## config.mk

```make
export PLATFORM = sky130hd
export DESIGN_NAME = range_partition_assigner_core
export DESIGN_NICKNAME = d
export VERILOG_FILES = /design/src/rpa_pkg.sv /design/src/range_partition_assigner_core.sv
export SDC_FILE = /design/constraint.sdc
export NUM_CORES = 1
export LEC_CHECK = 0
export BUFFER_PORTS_ARGS = -buffer_cell sky130_fd_sc_hd__buf_2
export CAP_MARGIN = 20
export CORE_MARGIN = 10
export CORE_UTILIZATION = 42
export CTS_BUF_LIST = sky130_fd_sc_hd__clkbuf_4
export CTS_CLUSTER_DIAMETER = 60
export CTS_CLUSTER_SIZE = 40
export DETAILED_ROUTE_END_ITERATION = 7
export HOLD_SLACK_MARGIN = 0.15
export PLACE_DENSITY = 0.59
export SYNTH_ARGS = -nofsm -noshare
export SYNTH_HDL_FRONTEND = slang
export SYNTH_SLANG_ARGS = --single-unit
```

## constraint.sdc

```tcl
create_clock -name clk_i -period 6.15 [get_ports clk_i]
set_clock_uncertainty 0.15 [all_clocks]
set_input_delay 1.23 -clock clk_i [delete_from_list [all_inputs] [get_ports clk_i]]
set_output_delay 1.23 -clock clk_i [all_outputs]
set_load 0.05 [all_outputs]
```

## src/rpa_pkg.sv

```systemverilog
// ----------------------------------------------------------------------------
// rpa_pkg
// Shared types and constants of the range partition assigner.
// ----------------------------------------------------------------------------
package rpa_pkg;

  localparam int unsigned TopicW  = 10;
  localparam int unsigned CountW  = 16;
  localparam int unsigned MaskW   = 16;
  localparam int unsigned MemberW = 4;
  localparam int unsigned NumW    = 5;

  typedef enum logic [1:0] {
    ST_IDLE,
    ST_DIVIDE,
    ST_WALK
  } rpa_state_e;

  // number of set bits of the mask, summed per nibble first
  function automatic logic [NumW-1:0] popcount16(input logic [MaskW-1:0] m);
    logic [2:0]      nib [4];
    logic [NumW-1:0] sum;
    sum = '0;
    for (int j = 0; j < 4; j++) begin
      nib[j] = 3'(m[4*j]) + 3'(m[4*j+1]) + 3'(m[4*j+2]) + 3'(m[4*j+3]);
    end
    for (int j = 0; j < 4; j++) begin
      sum = sum + NumW'(nib[j]);
    end
    return sum;
  endfunction

endpackage

```

## src/range_partition_assigner_core.sv

```systemverilog
// ----------------------------------------------------------------------------
// range_partition_assigner_core
// Range assignment of one topic's partitions over its interested members.
// ----------------------------------------------------------------------------
// Each request names a topic, its partition count and the mask of interested
// members. The partitions are split by a shift-subtract divider, one quotient
// bit per cycle, then the mask is walked one bit per cycle unless a result
// waits on a stalled output, and each member with a non-empty share gets one
// result holding its first partition and run length; the last result of a
// topic carries last_of_topic. A new request is not accepted until the walk
// of the last one is done; requests with an empty mask or zero partitions
// give no result and leave the core idle. in_stall_o is high while a request
// is being worked on. Mask bits at or above MEMBERS are ignored.
module range_partition_assigner_core
  import rpa_pkg::*;
#(
  parameter int unsigned MEMBERS = 16
) (
  input  logic                 clk_i,
  input  logic                 rst_ni,
  input  logic                 in_valid_i,
  output logic                 in_stall_o,
  input  logic [TopicW-1:0]    topic_index_i,
  input  logic [CountW-1:0]    partition_count_i,
  input  logic [MaskW-1:0]     interested_mask_i,
  output logic                 out_valid_o,
  input  logic                 out_stall_i,
  output logic [TopicW-1:0]    topic_echo_o,
  output logic [MemberW-1:0]   member_index_o,
  output logic [CountW-1:0]    first_partition_o,
  output logic [CountW-1:0]    run_length_o,
  output logic                 last_of_topic_o
);

  localparam logic [MaskW-1:0] GroupMask =
    (MEMBERS >= MaskW) ? {MaskW{1'b1}} : MaskW'((64'd1 << MEMBERS) - 64'd1);

  rpa_state_e state_q, state_d;

  logic [TopicW-1:0]  topic_q;
  logic [MaskW-1:0]   mask_q, mask_d;
  logic [NumW-1:0]    n_q;
  logic [CountW-1:0]  acc_q, acc_d;
  logic [MemberW-1:0] rem_q, rem_d;
  logic [MemberW-1:0] step_q;
  logic [MemberW-1:0] pos_q;
  logic [NumW-1:0]    k_q;
  logic [CountW-1:0]  next_q;

  logic               out_valid_q;
  logic [TopicW-1:0]  out_topic_q;
  logic [MemberW-1:0] out_member_q;
  logic [CountW-1:0]  out_first_q;
  logic [CountW-1:0]  out_run_q;
  logic               out_last_q;

  logic [MaskW-1:0]   in_mask;
  logic [NumW-1:0]    in_num;
  logic               in_accept;
  logic               in_empty;
  logic [NumW-1:0]    trial;
  logic               trial_ge;
  logic               cur_bit;
  logic [MaskW-1:0]   rest_mask;
  logic               k_lt_extra;
  logic [CountW-1:0]  take;
  logic               take_zero;
  logic               is_last;
  logic               slot_free;
  logic               load_out;
  logic               walk_step;
  logic               walk_done;

  // datapath and output control
  always_comb begin
    in_stall_o = (state_q != ST_IDLE);
    in_mask    = interested_mask_i & GroupMask;
    in_num     = popcount16(in_mask);
    in_accept  = in_valid_i && !in_stall_o;
    in_empty   = (in_num == '0) || (partition_count_i == '0);

    trial    = {rem_q, acc_q[CountW-1]};
    trial_ge = (trial >= n_q);
    acc_d    = {acc_q[CountW-2:0], trial_ge};
    rem_d    = trial_ge ? MemberW'(trial - n_q) : MemberW'(trial);

    cur_bit    = mask_q[pos_q];
    rest_mask  = mask_q & ~(MaskW'(1) << pos_q);
    k_lt_extra = (k_q < NumW'(rem_q));
    take       = acc_q + CountW'(k_lt_extra);
    take_zero  = (take == '0);
    is_last    = (rest_mask == '0) ||
                 ((acc_q == '0) && ((k_q + NumW'(1)) == NumW'(rem_q)));
    slot_free  = !out_valid_q || !out_stall_i;

    load_out  = (state_q == ST_WALK) && cur_bit && !take_zero && slot_free;
    walk_step = (state_q == ST_WALK) && (!cur_bit || take_zero || slot_free);
    walk_done = walk_step && cur_bit && (take_zero || is_last);
    mask_d    = rest_mask;
  end

  // next state
  always_comb begin
    state_d = state_q;
    case (state_q)
      ST_IDLE: begin
        if (in_accept && !in_empty) begin
          state_d = ST_DIVIDE;
        end
      end
      ST_DIVIDE: begin
        if (step_q == '1) begin
          state_d = ST_WALK;
        end
      end
      ST_WALK: begin
        if (walk_done) begin
          state_d = ST_IDLE;
        end
      end
      default: state_d = ST_IDLE;
    endcase
  end

  always_ff @(posedge clk_i or negedge rst_ni) begin
    if (!rst_ni) begin
      state_q     <= ST_IDLE;
      out_valid_q <= 1'b0;
    end else begin
      state_q <= state_d;
      if (load_out) begin
        out_valid_q <= 1'b1;
      end else if (!out_stall_i) begin
        out_valid_q <= 1'b0;
      end
    end
  end

  always_ff @(posedge clk_i) begin
    if (in_accept) begin
      topic_q <= topic_index_i;
      mask_q  <= in_mask;
      n_q     <= in_num;
      acc_q   <= partition_count_i;
      rem_q   <= '0;
      step_q  <= '0;
      pos_q   <= '0;
      k_q     <= '0;
      next_q  <= '0;
    end else if (state_q == ST_DIVIDE) begin
      acc_q  <= acc_d;
      rem_q  <= rem_d;
      step_q <= step_q + MemberW'(1);
    end else if (walk_step) begin
      pos_q <= pos_q + MemberW'(1);
      if (cur_bit) begin
        mask_q <= mask_d;
        k_q    <= k_q + NumW'(1);
        next_q <= next_q + take;
      end
    end
    if (load_out) begin
      out_topic_q  <= topic_q;
      out_member_q <= pos_q;
      out_first_q  <= next_q;
      out_run_q    <= take;
      out_last_q   <= is_last;
    end
  end

  assign out_valid_o       = out_valid_q;
  assign topic_echo_o      = out_topic_q;
  assign member_index_o    = out_member_q;
  assign first_partition_o = out_first_q;
  assign run_length_o      = out_run_q;
  assign last_of_topic_o   = out_last_q;

  a_rem_below_divisor: assert property (@(posedge clk_i) disable iff (!rst_ni)
    (state_q == ST_DIVIDE) && (step_q == '1) |=> (NumW'(rem_q) < n_q))
    else $error("remainder not below member count after divide");

  a_run_nonzero: assert property (@(posedge clk_i) disable iff (!rst_ni)
    out_valid_o |-> (run_length_o != '0))
    else $error("empty run presented");

  a_k_bounded: assert property (@(posedge clk_i) disable iff (!rst_ni)
    (state_q == ST_WALK) |-> (k_q < n_q))
    else $error("walk passed the last interested member");

  a_last_ends_walk: assert property (@(posedge clk_i) disable iff (!rst_ni)
    load_out && is_last |=> (state_q == ST_IDLE))
    else $error("walk continues after last run");

endmodule
```

==> results of run 1 <==
[metal layers]
metal	part of all wire, %	wire (microns)	up-vias	GRT usage, %
li1	-	-	2537	-
met2	50	8099	131	25.44
met3	4.9	790	34	3.563
met1	42	6810	2441	17.26
met5	0	0	-	0
met4	2.2	352	0	6.025
[flip-flops by register name, summed over array words and instances (netlist names), 10 cells and up]
name and flops:
run_length_o 16, next_q 16, topic_q 10, acc_q 16, first_partition_o 16, mask_q 16, topic_echo_o 10
[metrics by stage]
step           hold WS [ns]  area (sq um)
6_report             0.2789          8034
5_1_grt              0.2706          8034
4_1_cts              0.2531          8031
3_5_place_dp         0.2556          7741
3_3_place_gp         0.2501          7741
2_1_floorplan        0.2503          7082
[final cells by class]
type | instances | area, sq um | share of cell area [%]
diodes | 1 | 2.502 | 0.03115
clock buffers | 20 | 150.1 | 1.869
clock inverters | 12 | 140.1 | 1.744
inverters | 41 | 153.9 | 1.916
multi-input cells | 460 | 3253 | 40.49
flip-flops and latches | 130 | 3558 | 44.29
well taps | 220 | 275.3 | 3.426
repair buffers | 98 | 500.5 | 6.230
[worst register-to-register path, delay by kind of cell (launching register included)]
family / cells / cell delay (ns)
xor gates and xnor gates: 1 / 0.33
buffers and inverters: 1 / 0.09
AOI/OAI and AO/OA: 9 / 2.46
DFF: 1 / 0.42
adders and majority gates: 4 / 1.11
and+or+nand+nor: 3 / 0.27
[power by group]
group          internal (mW)  total (mW)  switching (mW)
sequential              1.18        1.38           0.196
combinational          0.491        1.22           0.728
clock                  0.290       0.603           0.313
[cells in the final DEF, fill, tap and decap left out, types with 4 or more instances in the layout]
cell        n
a21o_1      7
a21oi_1    21
and3_1      5
buf_2      94
buf_4       4
clkbuf_4   20
clkinv_2    6
dfxtp_1    33
edfxtp_1   94
fa_1       12
ha_1       39
inv_1      40
mux2i_1    23
mux4_2      4
nand2_1   101
nand2b_1    6
nand3_1    34
nand4_1     7
nor2_1     46
nor2b_1     6
nor3_1     12
nor4_1     10
o21ai_0    26
o22ai_1     5
xnor2_1    25
xor2_1     16
[cells by family (layout without fill, tap and decap cells)]
| kind of cell | count (synthesis) | after routing | share of synthesized area, % |
|---|---|---|---|
| buffers and inverters | 68 | 171 | 3.975 |
| XOR/XNOR | 41 | 41 | 5.071 |
| multiplexers | 30 | 30 | 5.000 |
| AND/OR/NAND/NOR | 241 | 241 | 15.69 |
| AO/OA/AOI/OAI | 97 | 97 | 9.735 |
| other | 0 | 1 | 0 |
| flip-flops | 130 | 130 | 50.25 |
| adder cells (fa/ha/maj) | 51 | 51 | 10.28 |
[worst max path at each step]
stage / to / depth (start not counted) / start / slack, ns
2_1_floorplan: first_partition_o[0] / 15 / rem_q[1] / 0.55
3_3_place_gp: state_q[0] / 13 / interested_mask_i[0] / 0.98
3_5_place_dp: state_q[0] / 13 / interested_mask_i[0] / 0.95
4_1_cts: next_q[15] / 19 / rem_q[1] / 1.22
5_1_grt: next_q[15] / 20 / rem_q[1] / 0.86
6_report: next_q[15] / 18 / rem_q[1] / 1.21
==> metrics.txt, run 1 <==
gr usage total 14.76%; power per cell area 397.9 mW/mm^2; TritonCTS buffer count 17; die area 0.02246 sq mm; Via density 5.237; Clk pin slew, worst setup/hold paths 0.12 ns; final std cells w/o fill 982; Async SR Flop Fraction 2.308%; flops & latches, synth 130; synthesis-to-layout area growth 13.45%; Reg-to-Reg End next_q[15]; Vias 5143; sequential share of the synthesized area 50.25%; Worst Reg-to-Reg Cells 18; Max Clk Rate 202.4 MHz; antenna violations before repair 1; final hold violations 0; proportion of layout cells with a drive suffix above 1 20.11%; failing checks design-rule violations; R2R setup slack 1.21 ns; Synth top cells by count nand2_1, edfxtp_1, nor2_1, inv_1, ha_1; final setup vio count 0; slowest cell delay on critical path 0.56 ns; first-pass GRT wire length 26610 microns; hold_sp topic_q[2]; status finished with violations; worst slew pin tran 0.8343 ns; Final Max Tran Viols 0; Place WS 0.9523 ns; Routed Antenna Nets 0; Syn Nets 755; post-DR wirelength/cell 16.35 microns; DRC 2; r2r startpoint rem_q[1]; H-tree lvl count 4; Most Frequent Cell on Critical Path ha_1; Final nets 845; Final min period 4.940 ns; setup TNS 0 ns; Die H 149.9 microns; Period Utilization, post-route 80.32%; Setup WS post-layout 1.210 ns; fill cell count 1558; Synth top area share 39.86%; CTS resizes 0; RSZ-0062 raised after global routing no; Detailed Route WL 16050 microns; Top Ports 95; Finished Core Util 48.45%; TritonCTS Sinks 130; clk root buf clkbuf_4; Hold Path End topic_echo_o[2]; Post-CTS Hold Buffers 0; initial drt markers 302; startpoint types register; top post-synthesis cells by area edfxtp_1, dfxtp_1, ha_1, nand2_1, fa_1; Min-Delay Path Class register to register; Cells after DPL 949; core footprint 0.01658 sq mm; Detailed Place HPWL 12210 microns; placer congestion estimate 0.8803; crit-path cells inv_1 -> ha_1 -> nor2b_1 -> o21ai_0 -> nand2b_1 -> a211oi_1 -> ha_1 -> ha_1 -> xor2_1 -> ha_1 -> o21ai_0 -> o21a_1 -> nor3_1 -> a211o_1 -> o31ai_1 -> o31ai_1 -> o311ai_4 -> o41ai_2; CP max FO 5; Post-CTS Setup Bufs 0; Post-synth EDFFs 94; Critical Path AT 5.22 ns; synth warn 0; detailed-router iteration count before antenna repair 8; Post-Syn Area per Cell 10.76 sq um; most frequent cell after synthesis nand2_1; Max VDD drop 0.0002569 V; synthesized instance count 658; input/output buffers 94; mapped cell area 0.007082 sq mm; leak pwr 3.389 nW; worst hold path stage count 0; Starting Density 42.70%; Worst Setup End Kind register; maximum number of pins on one net before global-route repair 48; Primary FF master, synth edfxtp_1; Clock Latency Late Sink 0.55 ns; CP Class register to register; Critical-path top delay cell o31ai_1; remaining global-route overflow 0; Die Span X 149.9 microns; CTS Buffer Depth 2; worst path bufs/invs 1; CTS tree built; area leader, netlist edfxtp_1; synth unique cells 63; max_slew headroom 44.30%; Total Power 3.197 mW; vias in the first global route 5352; Worst Path Required 6.43 ns; Row Count 47; Crit path max-delay family compound AO/OA/AOI/OAI gates; max-cap violations 0
No activity file was read; power rests on OpenSTA's default activity.
==> inputs of run 2 (changes only) <==
--- a/config.mk
+++ b/config.mk
@@ -5,6 +5,7 @@
 export SDC_FILE = /design/constraint.sdc
 export NUM_CORES = 1
 export LEC_CHECK = 0
+export ABC_AREA = 1
 export BUFFER_PORTS_ARGS = -buffer_cell sky130_fd_sc_hd__buf_2
 export CAP_MARGIN = 20
 export CORE_MARGIN = 10
@@ -14,7 +15,7 @@
 export CTS_CLUSTER_SIZE = 40
 export DETAILED_ROUTE_END_ITERATION = 7
 export HOLD_SLACK_MARGIN = 0.15
-export PLACE_DENSITY = 0.59
+export PLACE_DENSITY = 0.61
 export SYNTH_ARGS = -nofsm -noshare
 export SYNTH_HDL_FRONTEND = slang
 export SYNTH_SLANG_ARGS = --single-unit
==> constraint.sdc (replaced) <==
create_clock -name clk_i -period 4.05 [get_ports clk_i]
set_clock_uncertainty 0.15 [all_clocks]
set_input_delay 0.81 -clock clk_i [delete_from_list [all_inputs] [get_ports clk_i]]
set_output_delay 0.81 -clock clk_i [all_outputs]
set_load 0.05 [all_outputs]
==> run 2 against run 1 <==
Compared with the run above:
- the flow now finishes without violations
- combinational power up 88%
- via count is 11% higher
- wire length is 3.9% higher
- cell area is 6.1% higher
- count of clock-buffer cells in the layout decreased by 1
- sequential power up 51%
- die area is 2.2% higher
- non-clock buffer count rose by 21
- setup slack got worse by 1.1 ns
- clock power is 56% higher
- critical endpoint is now state_q[0]
- highest routed layer unchanged
==> metrics.txt, run 2 <==
status complete, no violations; antenna violations before repair 1 (unchanged); proportion of layout cells with a drive suffix above 1 19.04% (-1.1 points); Clock Latency Late Sink 0.55 ns (about the same); Starting Density 42.40% (-0.30 points); hold_sp topic_index_i[8]; Total Power 5.308 mW (+66%); Max Clk Rate 256.7 MHz; Post-Syn Area per Cell 8.755 sq um (-19%); r2r startpoint rem_q[1]; Vias 5693 (+11%); mapped cell area 0.007258 sq mm (+2.5%); TritonCTS buffer count 17 (unchanged); area leader, netlist edfxtp_1; Worst Setup End Kind register; leak pwr 3.955 nW (+17%); H-tree lvl count 4 (unchanged); Row Count 48 (+2.1%); slowest cell delay on critical path 0.54 ns (-0.02 ns); Post-synth EDFFs 94 (unchanged); most frequent cell after synthesis nand2_1; gr usage total 14.92% (+0.15 points); Post-DP Area 0.008147 sq mm (+5.2%); Post-CTS Setup Bufs 0 (unchanged); final hold violations 0 (unchanged); remaining global-route overflow 0 (unchanged); Min-Delay Path Class input port to register; detailed-router iteration count before antenna repair 5 (-3); input/output buffers 94 (unchanged); power per cell area 622.6 mW/mm^2 (+56%); core footprint 0.01712 sq mm (+3.2%); post-DR wirelength/cell 14.05 microns (-14%); Critical-path top delay cell fa_1; sequential share of the synthesized area 49.03% (-1.2 points); Via density 4.796 (-8.4%); most frequent cells in the layout nand2_1, inv_1, edfxtp_1, buf_2, nor2_1; Most Frequent Cell on Critical Path fa_1; Final Max Tran Viols 0 (unchanged); synthesized instance count 829 (+26%); Synth top cells by count nand2_1, inv_1, edfxtp_1, nor2_1, o21ai_0; Final min period 3.895 ns; fill cell count 1664 (+6.8%); synth unique cells 40 (-37%); Top Ports 95 (unchanged); Period Utilization, post-route 96.18%; top post-synthesis cells by area edfxtp_1, nand2_1, dfxtp_1, ha_1, inv_1; final setup vio count 0 (unchanged); placer congestion estimate 0.8488 (-3.6%); Final nets 1045 (+24%); Primary FF master, synth edfxtp_1; Die H 151.5 microns (+1.1%); maximum number of pins on one net before global-route repair 48 (unchanged); Syn Nets 926 (+23%); CP max FO 2 (-3); synth warn 0 (unchanged); Crit path max-delay family adder cells; CTS Buffer Depth 2 (unchanged); Max VDD drop 0.0003812 V (+48%); startpoint types input port; synthesis-to-layout area growth 17.46%; setup TNS 0 ns (unchanged); crit-path cells buf_2 -> fa_1 -> inv_1 -> fa_1 -> fa_1 -> fa_1 -> inv_1 -> ha_2 -> fa_2 -> or2_4 -> nor4_2 -> o32ai_1; Synth top area share 38.89% (-0.97 points); CP Class input port to register; Critical Path AT 4.18 ns (-1.04 ns); Async SR Flop Fraction 2.308% (unchanged); TritonCTS Sinks 130 (unchanged); initial drt markers 355 (+18%); Clk pin slew, worst setup/hold paths 0.13 ns (about the same); die area 0.02294 sq mm (+2.2%); Die Span X 151.5 microns (+1.1%); Routed Antenna Nets 0 (unchanged); Final Cell Area 0.008526 sq mm (+6.1%); worst slew pin tran 0.8295 ns (-0.004833 ns); CTS tree built; max_slew headroom 44.57% (+0.26 points); Detailed Route WL 16680 microns (+3.9%); worst path bufs/invs 3 (+2); first-pass GRT wire length 27260 microns (+2.4%); vias in the first global route 5551 (+3.7%); flops & latches, synth 130 (unchanged); max-cap violations 0 (unchanged); Worst Path Required 4.34 ns (-2.09 ns); Detailed Place HPWL 12930 microns (+5.9%); commonest non-fill, non-tap cell in the layout nand2_1; clk root buf clkbuf_4; Worst Setup SP interested_mask_i[5]; DRC 0 (-2)
run 2: timing repair:
action                     CTS  global route
resized for setup            0            17
hold endpoints to repair     3             0
hold buffers                 1             0
setup endpoints to repair    0            38
run 2: worst register-to-register path: stages (launching register included):
cell      delay [ns]
dfxtp_2         0.36
inv_1           0.05
ha_1            0.28
inv_1           0.05
nor2_1          0.03
o21ai_0         0.16
nand2_1         0.08
a211oi_2        0.19
ha_2            0.24
ha_2            0.22
nand2_2         0.08
nor2_4          0.20
nand2_1         0.07
nand2_1         0.10
inv_1           0.12
ha_4            0.32
nand2_1         0.05
inv_1           0.07
nand3_1         0.07
nand2_1         0.12
nand2_1         0.09
o21bai_1        0.15
xor2_1          0.16
nand4_1         0.11
nand2_1         0.09
nor2_1          0.04
run 2: area by class of cell:
class                      count  area (sq um)  share of cell area (%)
sequential                   130          3560                   41.75
inverter                     131         491.7                   5.768
multi-input combinational    549          3198                   37.51
tap                          225         281.5                   3.302
clock buffer                  19         142.6                   1.673
antenna                        1         2.502                 0.02935
timing repair buffer         119         689.4                   8.086
clock inverter                13         160.2                   1.878
run 2: logic make-up after synthesis:
family,count (synthesis),synth area share (%)
AOI/OAI and AO/OA,106,7.843
xor gates and xnor gates,22,2.655
adders and majority gates,51,10.03
buffers and inverters,150,8.016
DFF,130,49.03
and+or+nand+nor,370,22.43
run 2: final timing paths:
| kind | to | slack (ns) | cells past startpoint |
|---|---|---|---|
| max | state_q[0] | 0.15 | 12 |
| min reg2reg | topic_echo_o[9] | 0.28 | 0 |
| min in group asynchronous | state_q[0] | 0.43 | 2 |
| max in group asynchronous | out_valid_o | 3.16 | 2 |
| max reg2reg | next_q[11] | 0.29 | 25 |
| min | topic_q[8] | 0.28 | 1 |
run 2: report_power, final:
group / internal [mW] / switching [mW] / total, mW
Combinational: 0.865 / 1.43 / 2.29
Sequential: 1.81 / 0.263 / 2.08
Clock: 0.443 / 0.495 / 0.939
Total: 3.12 / 2.18 / 5.31
run 2: layer usage:
| layer | routed length, microns | GRT usage, % |
|---|---|---|
| met5 | 0 | 0 |
| met4 | 191 | 5.005 |
| met3 | 1046 | 3.386 |
| met2 | 7328 | 22.81 |
| met1 | 8114 | 20.43 |
run 2: stage by stage:
stage | utilization, % | hold slack, ns | setup slack, ns | cells
2_1_floorplan | - | 0.2503 | -0.1650 | 829
3_3_place_gp | 47.60 | 0.2507 | -0.4430 | 1153
3_5_place_dp | 47.60 | 0.2562 | -0.4657 | 1153
4_1_cts | 49.42 | 0.2301 | 0.1332 | 1186
5_1_grt | 49.81 | 0.2278 | -0.001473 | 1187
6_report | 49.81 | 0.2755 | 0.1548 | 1187
==> inputs of run 3 (changes only) <==
--- a/config.mk
+++ b/config.mk
@@ -5,7 +5,6 @@
 export SDC_FILE = /design/constraint.sdc
 export NUM_CORES = 1
 export LEC_CHECK = 0
-export ABC_AREA = 1
 export BUFFER_PORTS_ARGS = -buffer_cell sky130_fd_sc_hd__buf_2
 export CAP_MARGIN = 20
 export CORE_MARGIN = 10
@@ -15,7 +14,7 @@
 export CTS_CLUSTER_SIZE = 40
 export DETAILED_ROUTE_END_ITERATION = 7
 export HOLD_SLACK_MARGIN = 0.15
-export PLACE_DENSITY = 0.61
+export PLACE_DENSITY = 0.62
 export SYNTH_ARGS = -nofsm -noshare
 export SYNTH_HDL_FRONTEND = slang
 export SYNTH_SLANG_ARGS = --single-unit
==> run 3 against run 2 <==
Compared with the run above:
- the run now ends with negative setup slack left
- fmax decreased by 5.3%
- sequential power about the same
- global-route usage rose by 0.25 points
- power is 6.5% higher
- die area shrank 2.1%
- critical path depth up 1
- worst hold slack worse by 0.0066 ns
- clock power is 8% higher
- wire length up 1.4%
- critical path type unchanged
- critical endpoint unchanged
==> metrics.txt, run 3 (synthesis gave the netlist of run 1 again) <==
status finished with violations; failing checks negative setup slack; Post-DP Area 0.008442 sq mm (+3.6%); Vias 5545 (-2.6%); max_slew headroom 47.18% (+2.6 points); first-pass GRT wire length 27190 microns (-0.25%); synthesis-to-layout area growth 29.40%; Detailed Place HPWL 12750 microns (-1.4%); Final nets 937 (-10%); Die H 149.9 microns (-1.1%); Worst Path Required 4.34 ns (about the same); Cells after DPL 1027 (-11%); Period Utilization, post-route 101.5% (+5.3 points); TritonCTS Sinks 130 (unchanged); die area 0.02246 sq mm (-2.1%); post-DR wirelength/cell 15.77 microns (+12%); Max VDD drop 0.0005312 V (+39%); proportion of layout cells with a drive suffix above 1 34.00% (+15 points); CP max FO 2 (unchanged); TritonCTS buffer count 17 (unchanged); most frequent cells in the layout nand2_1, edfxtp_1, buf_2, buf_4, nor2_1; power per cell area 616.9 mW/mm^2 (-0.90%); final std cells w/o fill 1073 (-9.6%); register area 0.003561 sq mm (about the same); Starting Density 42.70% (+0.30 points); Row Count 47 (-2.1%); RSZ-0062 raised after global routing yes; Critical Path AT 4.40 ns (+0.22 ns); antenna violations before repair 0 (-1); vias in the first global route 5591 (+0.72%); H-tree lvl count 4 (unchanged); initial drt markers 282 (-21%); Final min period 4.111 ns (+0.2159 ns); CTS tree built; hold_sp topic_index_i[8]; leak pwr 3.930 nW (-0.63%); Multi-input gate area 0.003588 sq mm (+12%); clk root buf clkbuf_4; Final Cell Area 0.009164 sq mm (+7.5%); setup TNS -0.06116 ns (-0.06116 ns); Setup WS post-layout -0.06116 ns (-0.2159 ns); Via density 5.168 (+7.7%); ANT cells 0 (-1); CTS Buffer Depth 2 (unchanged); Worst Setup SP interested_mask_i[5]; Max Clk Rate 243.2 MHz (-5.3%); Routed Antenna Nets 0 (unchanged); Clock Latency Late Sink 0.56 ns (about the same); final hold violations 0 (unchanged); CP Class input port to register; DRC 0 (unchanged); Die Span X 149.9 microns (-1.1%); gr usage total 15.17% (+0.25 points); remaining global-route overflow 0 (unchanged); worst slew pin tran 0.7904 ns (-0.03910 ns); Final Max Tran Viols 0 (unchanged); detailed-router iteration count before antenna repair 5 (unchanged); input/output buffers 94 (unchanged); Top Ports 95 (unchanged); Clk pin slew, worst setup/hold paths 0.12 ns (about the same); final setup vio count 1 (+1); Min-Delay Path Class input port to register; commonest non-fill, non-tap cell in the layout nand2_1; startpoint types input port; core footprint 0.01658 sq mm (-3.1%); max-cap violations 0 (unchanged); Worst Setup End Kind register; Detailed Route WL 16920 microns (+1.4%); maximum number of pins on one net before global-route repair 50 (+4.2%); fill cell count 1486 (-11%); r2r startpoint rem_q[1]; placer congestion estimate 0.8806 (+3.7%)
-- run 3: changes by cell type in the layout (fill, tap and decap cells not counted), sizes merged, moves of 6 or more --
cell	before	now
nand2	207	101
inv	133	43
buf	118	189
o21ai	64	26
nor2	79	46
mux2i	0	23
nand4	31	8
xnor2	8	25
nand2b	0	6
nor2b	0	6
nor3	7	13
nor4	5	11
-- run 3: layout make-up --
cell class,instances,area share [%]
Clock inverter,13,2.007
Sequential cell,130,38.86
Multi-Input combinational cell,460,39.16
Timing Repair Buffer,190,13.74
Clock buffer,19,1.557
Tap cell,220,3.004
Inverter,41,1.679
-- run 3: worst paths after layout --
| kind | endpoint | slack, ns | cells past startpoint |
|---|---|---|---|
| setup reg to reg | next_q[13] | 0.05 | 19 |
| hold reg to reg | topic_echo_o[0] | 0.28 | 0 |
| setup / recovery | state_q[0] | -0.06 | 13 |
| max in group asynchronous | out_valid_o | 3.19 | 2 |
| hold / removal | topic_q[8] | 0.27 | 1 |
| min in group asynchronous | state_q[0] | 0.43 | 2 |
-- run 3: timing repair --
item,in CTS,in global routing
resized for setup,24,33
pin swaps,16,22
hold buffers,1,0
setup endpoints to repair,31,34
setup buffers,6,7
hold endpoints to repair,3,0
-- run 3: worst max-delay path, stage by stage --
cell and delay [ns]:
buf_6 0.10, fa_1 0.54, inv_2 0.04, fa_1 0.53, fa_1 0.45, fa_1 0.49
inv_1 0.04, ha_2 0.18, fa_2 0.36, xor2_1 0.16, or4_1 0.46, o211ai_1 0.16
o21ai_1 0.08
-- run 3: report_power, final --
group / total, mW / internal, mW / leakage [nW] / switching [mW]
sequential: 2.10 / 1.79 / 1.17 / 0.313
clock: 1.01 / 0.505 / 0.173 / 0.504
combinational: 2.54 / 1.22 / 2.59 / 1.32
-- run 3: stage by stage --
stage	hold WS (ns)	worst slack (ns)	power [mW]	utilization, %
global placement	0.2515	-0.6081	4.296	50.91
CTS	0.2278	-0.02759	5.526	53.89
finish	0.2690	-0.06116	5.654	55.26
floorplan	0.2503	-0.4102	3.545	-
detailed placement	0.2545	-0.6777	4.393	50.91
global route	0.2195	-0.1771	6.050	55.26
-- run 3: routing by layer --
metal	up-vias	wire, microns	share of wire (%)	GRT usage [%]
met4	0	310	1.8	5.102
li1	2721	-	-	-
met2	131	8882	53	27.19
met1	2666	6907	41	16.83
met5	-	0	0	0
met3	27	816	4.8	4.378
